[src/gpc_pkg.sv]
// Shared types and constants of the GPIO pad controller.
package gpc_pkg;

	localparam int NUM_CHUNKS_DEF     = 7;
	localparam int PINS_PER_CHUNK_DEF = 15;
	localparam int NUM_IRQ_LINES_DEF  = 16;

	// Pin index as carried between front and back: wide enough for up to 1024 pins.
	localparam int PIN_MAX_W = 10;

	localparam logic [15:0] ADDR_STATUS  = 16'h0300;
	localparam logic [15:0] ADDR_MASK    = 16'h0380;
	localparam logic [15:0] ADDR_PINS    = 16'h4400;
	localparam int          CHUNK_SHIFT  = 10;   // chunk stride 0x400
	localparam int          SLOT_SHIFT   = 3;    // pin stride 0x8
	localparam logic [2:0]  SUB_CTL0     = 3'd0;
	localparam logic [2:0]  SUB_CTL1     = 3'd4;

	localparam int          BIT_RX       = 0;
	localparam int          BIT_TX       = 1;
	localparam int          BIT_INV      = 6;
	localparam logic [2:0]  GPIOCFG_TX0  = 3'd0;
	localparam logic [2:0]  GPIOCFG_TX1  = 3'd1;

	localparam logic [1:0]  OP_READ      = 2'd0;
	localparam logic [1:0]  OP_WRITE     = 2'd1;
	localparam logic [1:0]  OP_PAD       = 2'd2;

	localparam logic [2:0]  TRIG_FALL    = 3'd1;
	localparam logic [2:0]  TRIG_RISE    = 3'd2;
	localparam logic [2:0]  TRIG_BOTH    = 3'd3;
	localparam logic [2:0]  TRIG_LEVEL   = 3'd4;

	typedef enum logic [3:0] {
		K_NOP,
		K_ERR,
		K_RD_STAT,
		K_WR_STAT,
		K_RD_MASK,
		K_WR_MASK,
		K_RD_PIN,
		K_WR_PIN,
		K_PAD
	} kind_t;

	typedef struct packed {
		kind_t                 kind;
		logic [PIN_MAX_W-1:0]  pin;
		logic                  second;
		logic [31:0]           data;
		logic                  level;
	} req_t;

	typedef enum logic {
		B_IDLE,
		B_EX
	} bstate_t;

endpackage

[src/gpc_front.sv]
// Front end: accept requests, decode the bus address, queue decoded requests.
module gpc_front import gpc_pkg::*; #(
	parameter int NUM_CHUNKS     = NUM_CHUNKS_DEF,
	parameter int PINS_PER_CHUNK = PINS_PER_CHUNK_DEF
) (
	input  logic        clk,
	input  logic        arst_n,
	input  logic        in_valid,
	output logic        in_ready,
	input  logic [1:0]  opcode,
	input  logic [15:0] address,
	input  logic [31:0] write_data,
	input  logic [6:0]  pad_pin,
	input  logic        pad_level,
	output logic        q_valid,
	output req_t        q_req,
	input  logic        q_pop
);

	localparam int NUM_PINS = NUM_CHUNKS * PINS_PER_CHUNK;

	logic [15:0]          off;
	logic [5:0]           chunk;
	logic [6:0]           slot;
	logic [2:0]           sub;
	logic                 is_pin;
	logic [12:0]          pin_sum;
	req_t                 dec;
	req_t                 fifo_q [2];
	logic                 wp_q;
	logic                 rp_q;
	logic [1:0]           cnt_q;
	logic                 push;

	always_comb begin
		off     = address - ADDR_PINS;
		chunk   = off[15:CHUNK_SHIFT];
		slot    = off[CHUNK_SHIFT-1:SLOT_SHIFT];
		sub     = off[SLOT_SHIFT-1:0];
		is_pin  = (address >= ADDR_PINS) && (32'(chunk) < NUM_CHUNKS) &&
			(32'(slot) < PINS_PER_CHUNK) && (sub == SUB_CTL0 || sub == SUB_CTL1);
		pin_sum = 13'(chunk) * 13'(PINS_PER_CHUNK) + 13'(slot);

		dec.kind   = K_NOP;
		dec.pin    = pin_sum[PIN_MAX_W-1:0];
		dec.second = (sub == SUB_CTL1);
		dec.data   = write_data;
		dec.level  = pad_level;
		unique case (opcode) inside
			OP_READ, OP_WRITE: begin
				if (address == ADDR_STATUS) begin
					dec.kind = (opcode == OP_READ) ? K_RD_STAT : K_WR_STAT;
				end else if (address == ADDR_MASK) begin
					dec.kind = (opcode == OP_READ) ? K_RD_MASK : K_WR_MASK;
				end else if (is_pin) begin
					dec.kind = (opcode == OP_READ) ? K_RD_PIN : K_WR_PIN;
				end else begin
					dec.kind = K_ERR;
				end
			end
			OP_PAD: begin
				dec.pin  = PIN_MAX_W'(pad_pin);
				dec.kind = (32'(pad_pin) < NUM_PINS) ? K_PAD : K_NOP;
			end
			default: dec.kind = K_NOP;
		endcase
	end

	// Two-entry queue between decode and execution
	assign in_ready = (cnt_q != 2'd2);
	assign push     = in_valid && in_ready;
	assign q_valid  = (cnt_q != 2'd0);
	assign q_req    = fifo_q[rp_q];

	always_ff @(posedge clk) begin
		if (push) begin
			fifo_q[wp_q] <= dec;
		end
	end

	always_ff @(posedge clk or negedge arst_n) begin
		if (!arst_n) begin
			wp_q  <= 1'b0;
			rp_q  <= 1'b0;
			cnt_q <= 2'd0;
		end else begin
			if (push) begin
				wp_q <= ~wp_q;
			end
			if (q_pop) begin
				rp_q <= ~rp_q;
			end
			cnt_q <= cnt_q + 2'(push) - 2'(q_pop);
		end
	end

endmodule

[config.mk]
export PLATFORM = sky130hd
export DESIGN_NAME = gpc_front
export DESIGN_NICKNAME = d
export VERILOG_FILES = /design/src/gpc_pkg.sv /design/src/gpc_front.sv
export SDC_FILE = /design/constraint.sdc
export NUM_CORES = 1
export LEC_CHECK = 0
export ABC_AREA = 1
export CORE_MARGIN = 5
export CORE_UTILIZATION = 57
export CTS_CLUSTER_DIAMETER = 150
export CTS_CLUSTER_SIZE = 24
export DETAILED_ROUTE_END_ITERATION = 16
export DONT_BUFFER_PORTS = 1
export PLACE_DENSITY = 0.75
export SETUP_SLACK_MARGIN = 0.3
export SYNTH_ARGS = -nofsm -noshare
export SYNTH_HDL_FRONTEND = slang
export SYNTH_SLANG_ARGS = --single-unit
[constraint.sdc]
create_clock -name clk -period 2.81 [get_ports clk]
set_input_delay 0.281 -clock clk [delete_from_list [all_inputs] [get_ports clk]]
set_output_delay 0.281 -clock clk [all_outputs]
set_load 0.01 [all_outputs]
==> summary.txt, run 1 <==
Setup path
  – Setup Crit Path Kind: in2reg
  – Crit start category: input port
  – Buffers plus inverters on the worst setup path: 5
  – Startpoint of the worst register-to-register path: cnt_q[0]$_DFF_PN0_
  – Critical register-to-register path endpoint: fifo_q[0][37]$_DFFE_PP_
  – Startpoint of the worst setup timing path: address[11]
  – R2R cell count: 5
  – Critical path cell sequence: inv_16, ha_4, nand2_4, nand2_2, nand2_2, nand2_4, inv_4, ha_4, inv_2, ha_4, inv_2, fa_2, fa_1, inv_2, ha_4, a21oi_4, o21a_1, nand3_1, nand2_1, nor2_1
  – Most Frequent Cell on Critical Path: sky130_fd_sc_hd__ha_4
  – Highest-delay cell along the critical path: sky130_fd_sc_hd__fa_2
  – Data required, critical path: 2.92 ns
  – Logic depth of the worst setup path including buffers: 20
  – Type of destination of the critical path: flip-flop
  – Critical path fanouts, max: 5
  – Highest cell delay on the worst timing path: 0.52 ns
  – Critical path data arrival time: 3.09 ns
  – Minimum setup slack among reg-to-reg paths: 1.21 ns
  – Dominant delay contributor by cell family on the critical path: adder cells

Clock tree
  – # clock sinks: 100
  – CTS tree: built
  – H-tree depth reported by CTS: 3
  – Clock Root Buffer: sky130_fd_sc_hd__clkbuf_8
  – TritonCTS Buffers: 9
  – Clock buffer depth: 2
  – CTS clk-pin slew, worst paths: 0.09 ns
  – Clock latency at the later pin of the worst-skew pair: 0.35 ns

Drt
  – Count of nets left with antenna violations after detail routing: 0
  – Per-cell via count in the routed design: 5.38
  – Post-route DRC: 0
  – Final WL: 9.78 mm
  – Routed wire per std cell: 18.0 um
  – First-pass detailed-route iteration total: 4
  – Vias post-DR: 2929
  – Count of routing violations after the opening detailed-route iteration: 115

Yosys
  – Number of storage elements in the synthesis netlist: 100
  – Number of synthesis warnings: 0
  – Number of distinct library cells after synthesis: 31
  – Mapped cell area: 0.00495 mm^2
  – Post-synthesis sequential area ratio: 60.2%
  – Gate count of the mapped netlist: 375
  – Synthesized area per cell: 13.2 um^2
  – Post-synth net total: 475

Die
  – Area of the die: 0.0107 mm^2
  – Die Span X: 103 um
  – Die H: 103 um
  – I/O pin count: 112
  – Effective utilization at floorplan: 57.7%
  – Row Count: 34
  – Floorplan core area: 0.00859 mm^2

Layout
  – Diode insertion count for antenna repair: 0
  – Fraction of layout instances using a drive strength above 1: 31.9%
  – Sequential standard cell area: 0.00298 mm^2
  – Commonest non-fill, non-tap cells in the layout: 96 x sky130_fd_sc_hd__edfxtp_1, 44 x sky130_fd_sc_hd__nand2_1, 38 x sky130_fd_sc_hd__mux2_2
  – Post-layout nets: 532
  – Leading cell type in the layout, fill and taps excluded: sky130_fd_sc_hd__edfxtp_1
  – Area growth from synthesis to layout: 21.0%
  – Number of fill cells in the layout: 585
  – Non-filler cells, final: 544
  – Area of combinational cells with multiple inputs: 0.00201 mm^2

Worst hold path
  – Count of cells along the worst hold path: 0
  – Worst min-delay path startpoint: write_data[1]
  – Hold-critical path endpoint: fifo_q[0][2]$_DFFE_PP_
  – Class of the tightest hold or removal check: in2reg

Global routing
  – Global routing usage on met2: 33.4%
  – Met3 usage: 5.57%
  – Grt ovf: 0
  – Via count of the first global-routing pass: 2980
  – Global-route met1 utilization: 19.8%
  – Wire length of the first global-routing pass: 14.8 mm
  – GRT busiest layer: met2
  – Initial antenna violation count: 0
  – Global Route Usage Sum: 18.4%
  – Pin count of the biggest net entering global routing: 50

Power and ir drop
  – Worst IR drop on VDD: 0.482 mV
  – Leak pwr: 2.35 nW
  – P per Cell Area: 902 mW/mm^2
  – Overall power: 5.41 mW

STA
  – Post-route worst setup slack: -0.171 ns
  – Transition time at the pin with the least slew margin: 0.362 ns
  – Number of hold violations in the final report: 0
  – Tcrit/Tclk final: 106%
  – Maximum clock frequency: 335 MHz
  – Unrepaired setup endpoints after global routing: true
  – Post-route worst hold slack: 0.0253 ns
  – Post-route clock skew: 0.00796 ns
  – Clock period minus final worst setup slack: 2.98 ns
  – Final setup viols: 10
  – Normalized max-slew margin: 75.9%
  – Final-report max-slew violation count: 0

Place
  – DP HPWL: 7.02 mm
  – Placed insts: 503
  – Final Wtd Congestion: 0.875
  – Number of port buffers: 0

Run status
  – Violations in the final reports: setup timing
  – Outcome: finished, violations left

Job
  – Max Cap Violations: 0
-- how the worst max path moves through the flow --
stage and endpoint:
2_1_floorplan fifo_q[0][40]$_DFFE_PP_, 3_3_place_gp fifo_q[0][40]$_DFFE_PP_, 3_5_place_dp fifo_q[0][40]$_DFFE_PP_, 4_1_cts fifo_q[0][40]$_DFFE_PP_
5_1_grt fifo_q[0][42]$_DFFE_PP_, 6_report fifo_q[1][42]$_DFFE_PP_
-- report_power, final --
part           switching, mW  total (mW)  internal, mW
registers             0.0968        2.22          2.12
logic                   1.30        2.33          1.03
clock network          0.451       0.858         0.407
total                   1.85        5.41          3.56
-- cells by family after synthesis --
group           after synthesis  synth area share (%)
compound gates               26                  3.11
buf+inv                      54                  4.42
xor+xnor                     12                  2.12
mux                          48                  10.9
simple gates                 97                  8.59
flops                       100                  60.2
fa+ha+maj                    38                  10.7
-- final cells by class --
cell class / count / area share, %
multi-input cells: 221 / 33.5
inverters: 48 / 3.57
flip-flops and latches: 100 / 49.8
clock buffers: 9 / 2.07
clock inverters: 6 / 1.04
well taps: 108 / 2.25
repair buffers: 52 / 7.85
-- sequential cells by signal (all words and copies together) (netlist names) --
signal and flops:
wp_q 1, rp_q 1, cnt_q 2, fifo_q 96
-- metrics by stage --
stage               setup TNS [ns]  worst slack [ns]  cell area [um^2]  util (%)
global route                 -2.88            -0.300              6000      69.8
detailed placement           -6.31            -0.608              5380      62.6
global placement             -5.35            -0.507              5380      62.6
CTS                          -1.44            -0.207              5730      66.7
finish                       -1.39            -0.171              6000      69.8
floorplan                    -5.14            -0.514              5070         -
-- routing by layer --
| metal | vias up | part of all wire (%) |
|---|---|---|
| met2 | 86 | 53 |
| li1 | 1417 | - |
| met5 | - | 0 |
| met3 | 16 | 8.8 |
| met4 | 0 | 2.0 |
| met1 | 1410 | 36 |
-- Yosys cell counts (all sizes together) --
| master | count | area share [%] |
|---|---|---|
| nand4 | 4 | 0.50 |
| nor2 | 25 | 2.3 |
| nand3 | 14 | 1.5 |
| a21boi | 1 | 0.15 |
| o21a | 1 | 0.15 |
| nor3 | 1 | 0.10 |
| a21oi | 12 | 1.2 |
| buf | 6 | 0.78 |
| a31oi | 1 | 0.13 |
| dfrtp | 4 | 2.0 |
| o21bai | 4 | 0.61 |
| inv | 48 | 3.6 |
| mux2 | 48 | 11 |
| nand2 | 52 | 4.0 |
| fa | 7 | 2.8 |
| a21o | 3 | 0.45 |
| o21ai | 4 | 0.40 |
| xor2 | 3 | 0.53 |
| xnor2 | 9 | 1.6 |
| ha | 31 | 7.8 |
| or2 | 1 | 0.13 |
| edfxtp | 96 | 58 |
-- what timing repair did --
item / CTS / global route
hold endpoints to repair: 5 / 35
resized for setup: 27 / 11
buffers inserted: 2 / 0
pin swaps: 24 / 5
hold buffers: 2 / 22
gates cloned: 0 / 0
setup endpoints to repair: 12 / 12
Note: power is estimated with default switching activity, not from simulation.
==> run 2: changes to the inputs <==
--- a/config.mk
+++ b/config.mk
@@ -5,7 +5,6 @@
 export SDC_FILE = /design/constraint.sdc
 export NUM_CORES = 1
 export LEC_CHECK = 0
-export ABC_AREA = 1
 export CORE_MARGIN = 5
 export CORE_UTILIZATION = 57
 export CTS_CLUSTER_DIAMETER = 150
==> run 2 against run 1 <==
Effect of this change:
- the flow still finishes with violations (setup timing)
- routed wire length is 7.5% higher
- critical path depth is 5 lower
- clock-buffer cell count is 1 higher
- combinational power is 19% higher
- synthesized cell count is 13% lower
- hold slack better by 0.095 ns
- core utilization is 6.8 points higher
- highest routed layer unchanged
==> summary.txt, run 2 <==
Run status
  – Outcome: finished, violations left
  – Violations in the final reports: setup timing

Yosys
  – Synthesized area per cell: 14.9 um^2 (+13%)
  – Share of the synthesized area in the top cell type: 59.1% (+0.91 points)
  – Commonest cells in the netlist: 96 x sky130_fd_sc_hd__edfxtp_1, 48 x sky130_fd_sc_hd__mux2_2, 31 x sky130_fd_sc_hd__ha_1
  – Number of synthesis warnings: 0 (unchanged)
  – Largest area contributor in the synthesized netlist: sky130_fd_sc_hd__edfxtp_1
  – Mapped cell area: 0.00488 mm^2 (-1.5%)
  – Number of storage elements in the synthesis netlist: 100 (unchanged)
  – Post-synthesis sequential area ratio: 61.1% (+0.94 points)
  – Primary flip-flop cell chosen by synthesis mapping: sky130_fd_sc_hd__edfxtp_1
  – Post-synth EDFFs: 96 (unchanged)
  – Share of flip-flops with an asynchronous set or reset after synthesis: 4.00% (unchanged)
  – Gate count of the mapped netlist: 328 (-13%)
  – Post-synth net total: 428 (-9.9%)
  – Biggest area contributors in the synthesized netlist: sky130_fd_sc_hd__edfxtp_1 59%, sky130_fd_sc_hd__mux2_2 11%, sky130_fd_sc_hd__ha_1 8.0%
  – Count leader, synth: sky130_fd_sc_hd__edfxtp_1
  – Number of distinct library cells after synthesis: 42 (+35%)

Die
  – I/O pin count: 112 (unchanged)
  – Die H: 103 um (-0.70%)
  – Row Count: 33 (-2.9%)
  – Effective utilization at floorplan: 59.1% (+1.4 points)
  – Die Span X: 103 um (-0.70%)
  – Floorplan core area: 0.00826 mm^2 (-3.9%)
  – Area of the die: 0.0105 mm^2 (-1.4%)

Layout
  – Number of fill cells in the layout: 493 (-16%)
  – Area of combinational cells with multiple inputs: 0.00212 mm^2 (+5.8%)
  – Fraction of layout instances using a drive strength above 1: 40.4% (+8.5 points)
  – Sequential standard cell area: 0.00298 mm^2 (unchanged)
  – Biggest registers after layout: fifo_q (96), cnt_q (2)
  – Area growth from synthesis to layout: 29.7%
  – Post-layout nets: 516 (-3.0%)
  – Commonest non-fill, non-tap cells in the layout: 96 x sky130_fd_sc_hd__edfxtp_1, 48 x sky130_fd_sc_hd__mux2_2, 39 x sky130_fd_sc_hd__dlygate4sd3_1, 39 x sky130_fd_sc_hd__buf_4, 19 x sky130_fd_sc_hd__ha_1
  – Reg with most FFs: fifo_q
  – Diode insertion count for antenna repair: 0 (unchanged)
  – Largest register FFs: 96 (unchanged)
  – Leading cell type in the layout, fill and taps excluded: sky130_fd_sc_hd__edfxtp_1

Drt
  – Routed wire per std cell: 20.0 um (+11%)
  – Vias post-DR: 2993 (+2.2%)
  – Final WL: 10.5 mm (+7.5%)
  – Count of nets left with antenna violations after detail routing: 0 (unchanged)
  – First-pass detailed-route iteration total: 4 (unchanged)
  – Post-route DRC: 0 (unchanged)
  – Count of routing violations after the opening detailed-route iteration: 166 (+44%)
  – Per-cell via count in the routed design: 5.69 (+5.7%)

Worst hold path
  – Count of cells along the worst hold path: 2 (+2)
  – Class of the tightest hold or removal check: in2reg
  – Worst min-delay path startpoint: pad_pin[1]
  – Hold-critical path endpoint: fifo_q[0][35]$_DFFE_PP_

STA
  – Tcrit/Tclk final: 116% (+10 points)
  – Maximum clock frequency: 306 MHz (-8.7%)
  – Number of hold violations in the final report: 0 (unchanged)
  – Accumulated negative setup slack: -4.57 ns (-3.19 ns)
  – Normalized max-slew margin: 51.2% (-25 points)
  – Final setup viols: 12 (+2)
  – Post-route worst setup slack: -0.453 ns (-0.282 ns)
  – Clock period minus final worst setup slack: 3.26 ns (+0.282 ns)
  – Post-route clock skew: 0.0121 ns (+0.00418 ns)
  – Transition time at the pin with the least slew margin: 0.731 ns (+0.369 ns)
  – Unrepaired setup endpoints after global routing: true
  – Final-report max-slew violation count: 0 (unchanged)

Setup path
  – Highest-delay cell along the critical path: sky130_fd_sc_hd__fa_1
  – Critical path data arrival time: 3.47 ns (+0.38 ns)
  – Highest cell delay on the worst timing path: 0.52 ns (about the same)
  – Type of destination of the critical path: flip-flop
  – Crit start category: input port
  – Data required, critical path: 3.01 ns (+0.09 ns)
  – Most Frequent Cell on Critical Path: sky130_fd_sc_hd__ha_4
  – Minimum setup slack among reg-to-reg paths: 1.14 ns (-0.07 ns)
  – R2R cell count: 7 (+2)
  – Buffers plus inverters on the worst setup path: 5 (unchanged)
  – Dominant delay contributor by cell family on the critical path: adder cells
  – Critical path cell sequence: clkinvlp_4, buf_4, ha_4, inv_1, ha_4, xnor2_2, fa_1, fa_1, inv_2, ha_4, or4_4, a21oi_4, buf_6, o31ai_2, a21oi_2
  – Setup Crit Path Kind: in2reg
  – Startpoint of the worst register-to-register path: cnt_q[0]$_DFF_PN0_
  – Critical register-to-register path endpoint: cnt_q[1]$_DFF_PN0_
  – Critical path fanouts, max: 3 (-2)

Global routing
  – Global routing usage on met2: 36.2% (+2.8 points)
  – GRT busiest layer: met2
  – Global-route met1 utilization: 23.6% (+3.7 points)
  – Global Route Usage Sum: 20.4% (+2.0 points)
  – Wire length of the first global-routing pass: 16.1 mm (+8.9%)
  – Grt ovf: 0 (unchanged)
  – Via count of the first global-routing pass: 3154 (+5.8%)
  – Met3 usage: 5.35% (-0.22 points)
  – Initial antenna violation count: 0 (unchanged)
  – Pin count of the biggest net entering global routing: 27 (-46%)

Clock tree
  – CTS tree: built
  – # clock sinks: 100 (unchanged)
  – Clock Root Buffer: sky130_fd_sc_hd__clkbuf_8
  – H-tree depth reported by CTS: 3 (unchanged)
  – TritonCTS Buffers: 9 (unchanged)
  – Clock latency at the later pin of the worst-skew pair: 0.36 ns (about the same)
  – Clock buffer depth: 2 (unchanged)
  – CTS clk-pin slew, worst paths: 0.10 ns (about the same)

Power and ir drop
  – Leak pwr: 2.39 nW (+1.8%)
  – Worst IR drop on VDD: 0.445 mV (-7.7%)
  – P per Cell Area: 945 mW/mm^2 (+4.8%)

Place
  – Number of port buffers: 0 (unchanged)
  – Final Wtd Congestion: 0.792 (-9.5%)
  – Setup slack after placement: -0.871 ns (-0.262 ns)
  – DP HPWL: 7.10 mm (+1.1%)

Job
  – Max Cap Violations: 0 (unchanged)
-- run 2: cell types whose count changed after synthesis, sizes merged, moves of 3 or more --
cell | previous run | this run
inv | 48 | 26
xnor2 | 9 | 12
nor4 | 0 | 4
o21bai | 4 | 0
nand3 | 14 | 1
nand2 | 52 | 14
nand2b | 0 | 7
nor2 | 25 | 7
or4 | 0 | 3
-- run 2: worst max path at each step --
stage	start	endpoint	slack, ns	depth (start not counted)
final	address[10]	fifo_q[1][42]$_DFFE_PP_	-0.45	15
after global routing	address[11]	fifo_q[1][42]$_DFFE_PP_	-0.53	17
after CTS	address[11]	fifo_q[1][42]$_DFFE_PP_	-0.44	16
after detailed placement	address[11]	fifo_q[0][42]$_DFFE_PP_	-0.87	16
after global placement	address[12]	fifo_q[0][42]$_DFFE_PP_	-0.77	16
after floorplan	address[10]	fifo_q[0][42]$_DFFE_PP_	-0.72	15
-- run 2: where the power goes --
part	internal [mW]	leakage [nW]	switching [mW]	total, mW
Combinational	1.36	1.35	1.41	2.77
Sequential	2.14	0.940	0.156	2.29
Clock	0.423	0.103	0.497	0.920
-- run 2: layout make-up --
cell class,instances,share of cell area (%)
sequential,100,47.2
multi-input combinational,195,33.5
timing repair buffer,84,12.0
tap,105,2.08
inverter,26,2.06
clock buffer,10,2.02
clock inverter,6,1.15
-- run 2: per-layer routing --
metal  vias up  wire length [um]
li1       1394                 -
met5         -                 0
met3        27               769
met4         0               277
met2       104              5590
met1      1468              3880
-- run 2: logic make-up (layout without fill, tap and decap cells) --
family                   count (synthesis)  in the layout  synth area share [%]
XOR/XNOR                                17             17                  3.05
adder cells (fa/ha/maj)                 38             38                  10.8
multiplexers                            50             50                  11.5
AO/OA/AOI/OAI                           36             36                  4.64
flip-flops                             100            100                  61.1
buffers and inverters                   33            126                  2.59
AND/OR/NAND/NOR                         54             54                  6.26
-- run 2: what timing repair did --
action	4_1_cts	5_1_grt
endpoints found under the setup margin	14	14
hold buffers	25	14
pin swaps	32	22
endpoints found under the hold margin	47	24
buffers inserted	16	2
gates resized for setup	29	15
-- run 2: through the flow --
stage | std cells | hold slack [ns] | instance area (um^2) | power, mW | util, %
floorplan | 328 | -0.0146 | 5060 | 3.96 | -
global placement | 453 | -0.0145 | 5390 | 4.48 | 65.2
detailed placement | 453 | -0.0145 | 5390 | 4.55 | 65.2
CTS | 510 | 0.00132 | 6100 | 5.84 | 73.8
global route | 526 | 0.0943 | 6330 | 6.34 | 76.6
finish | 526 | 0.120 | 6330 | 5.98 | 76.6
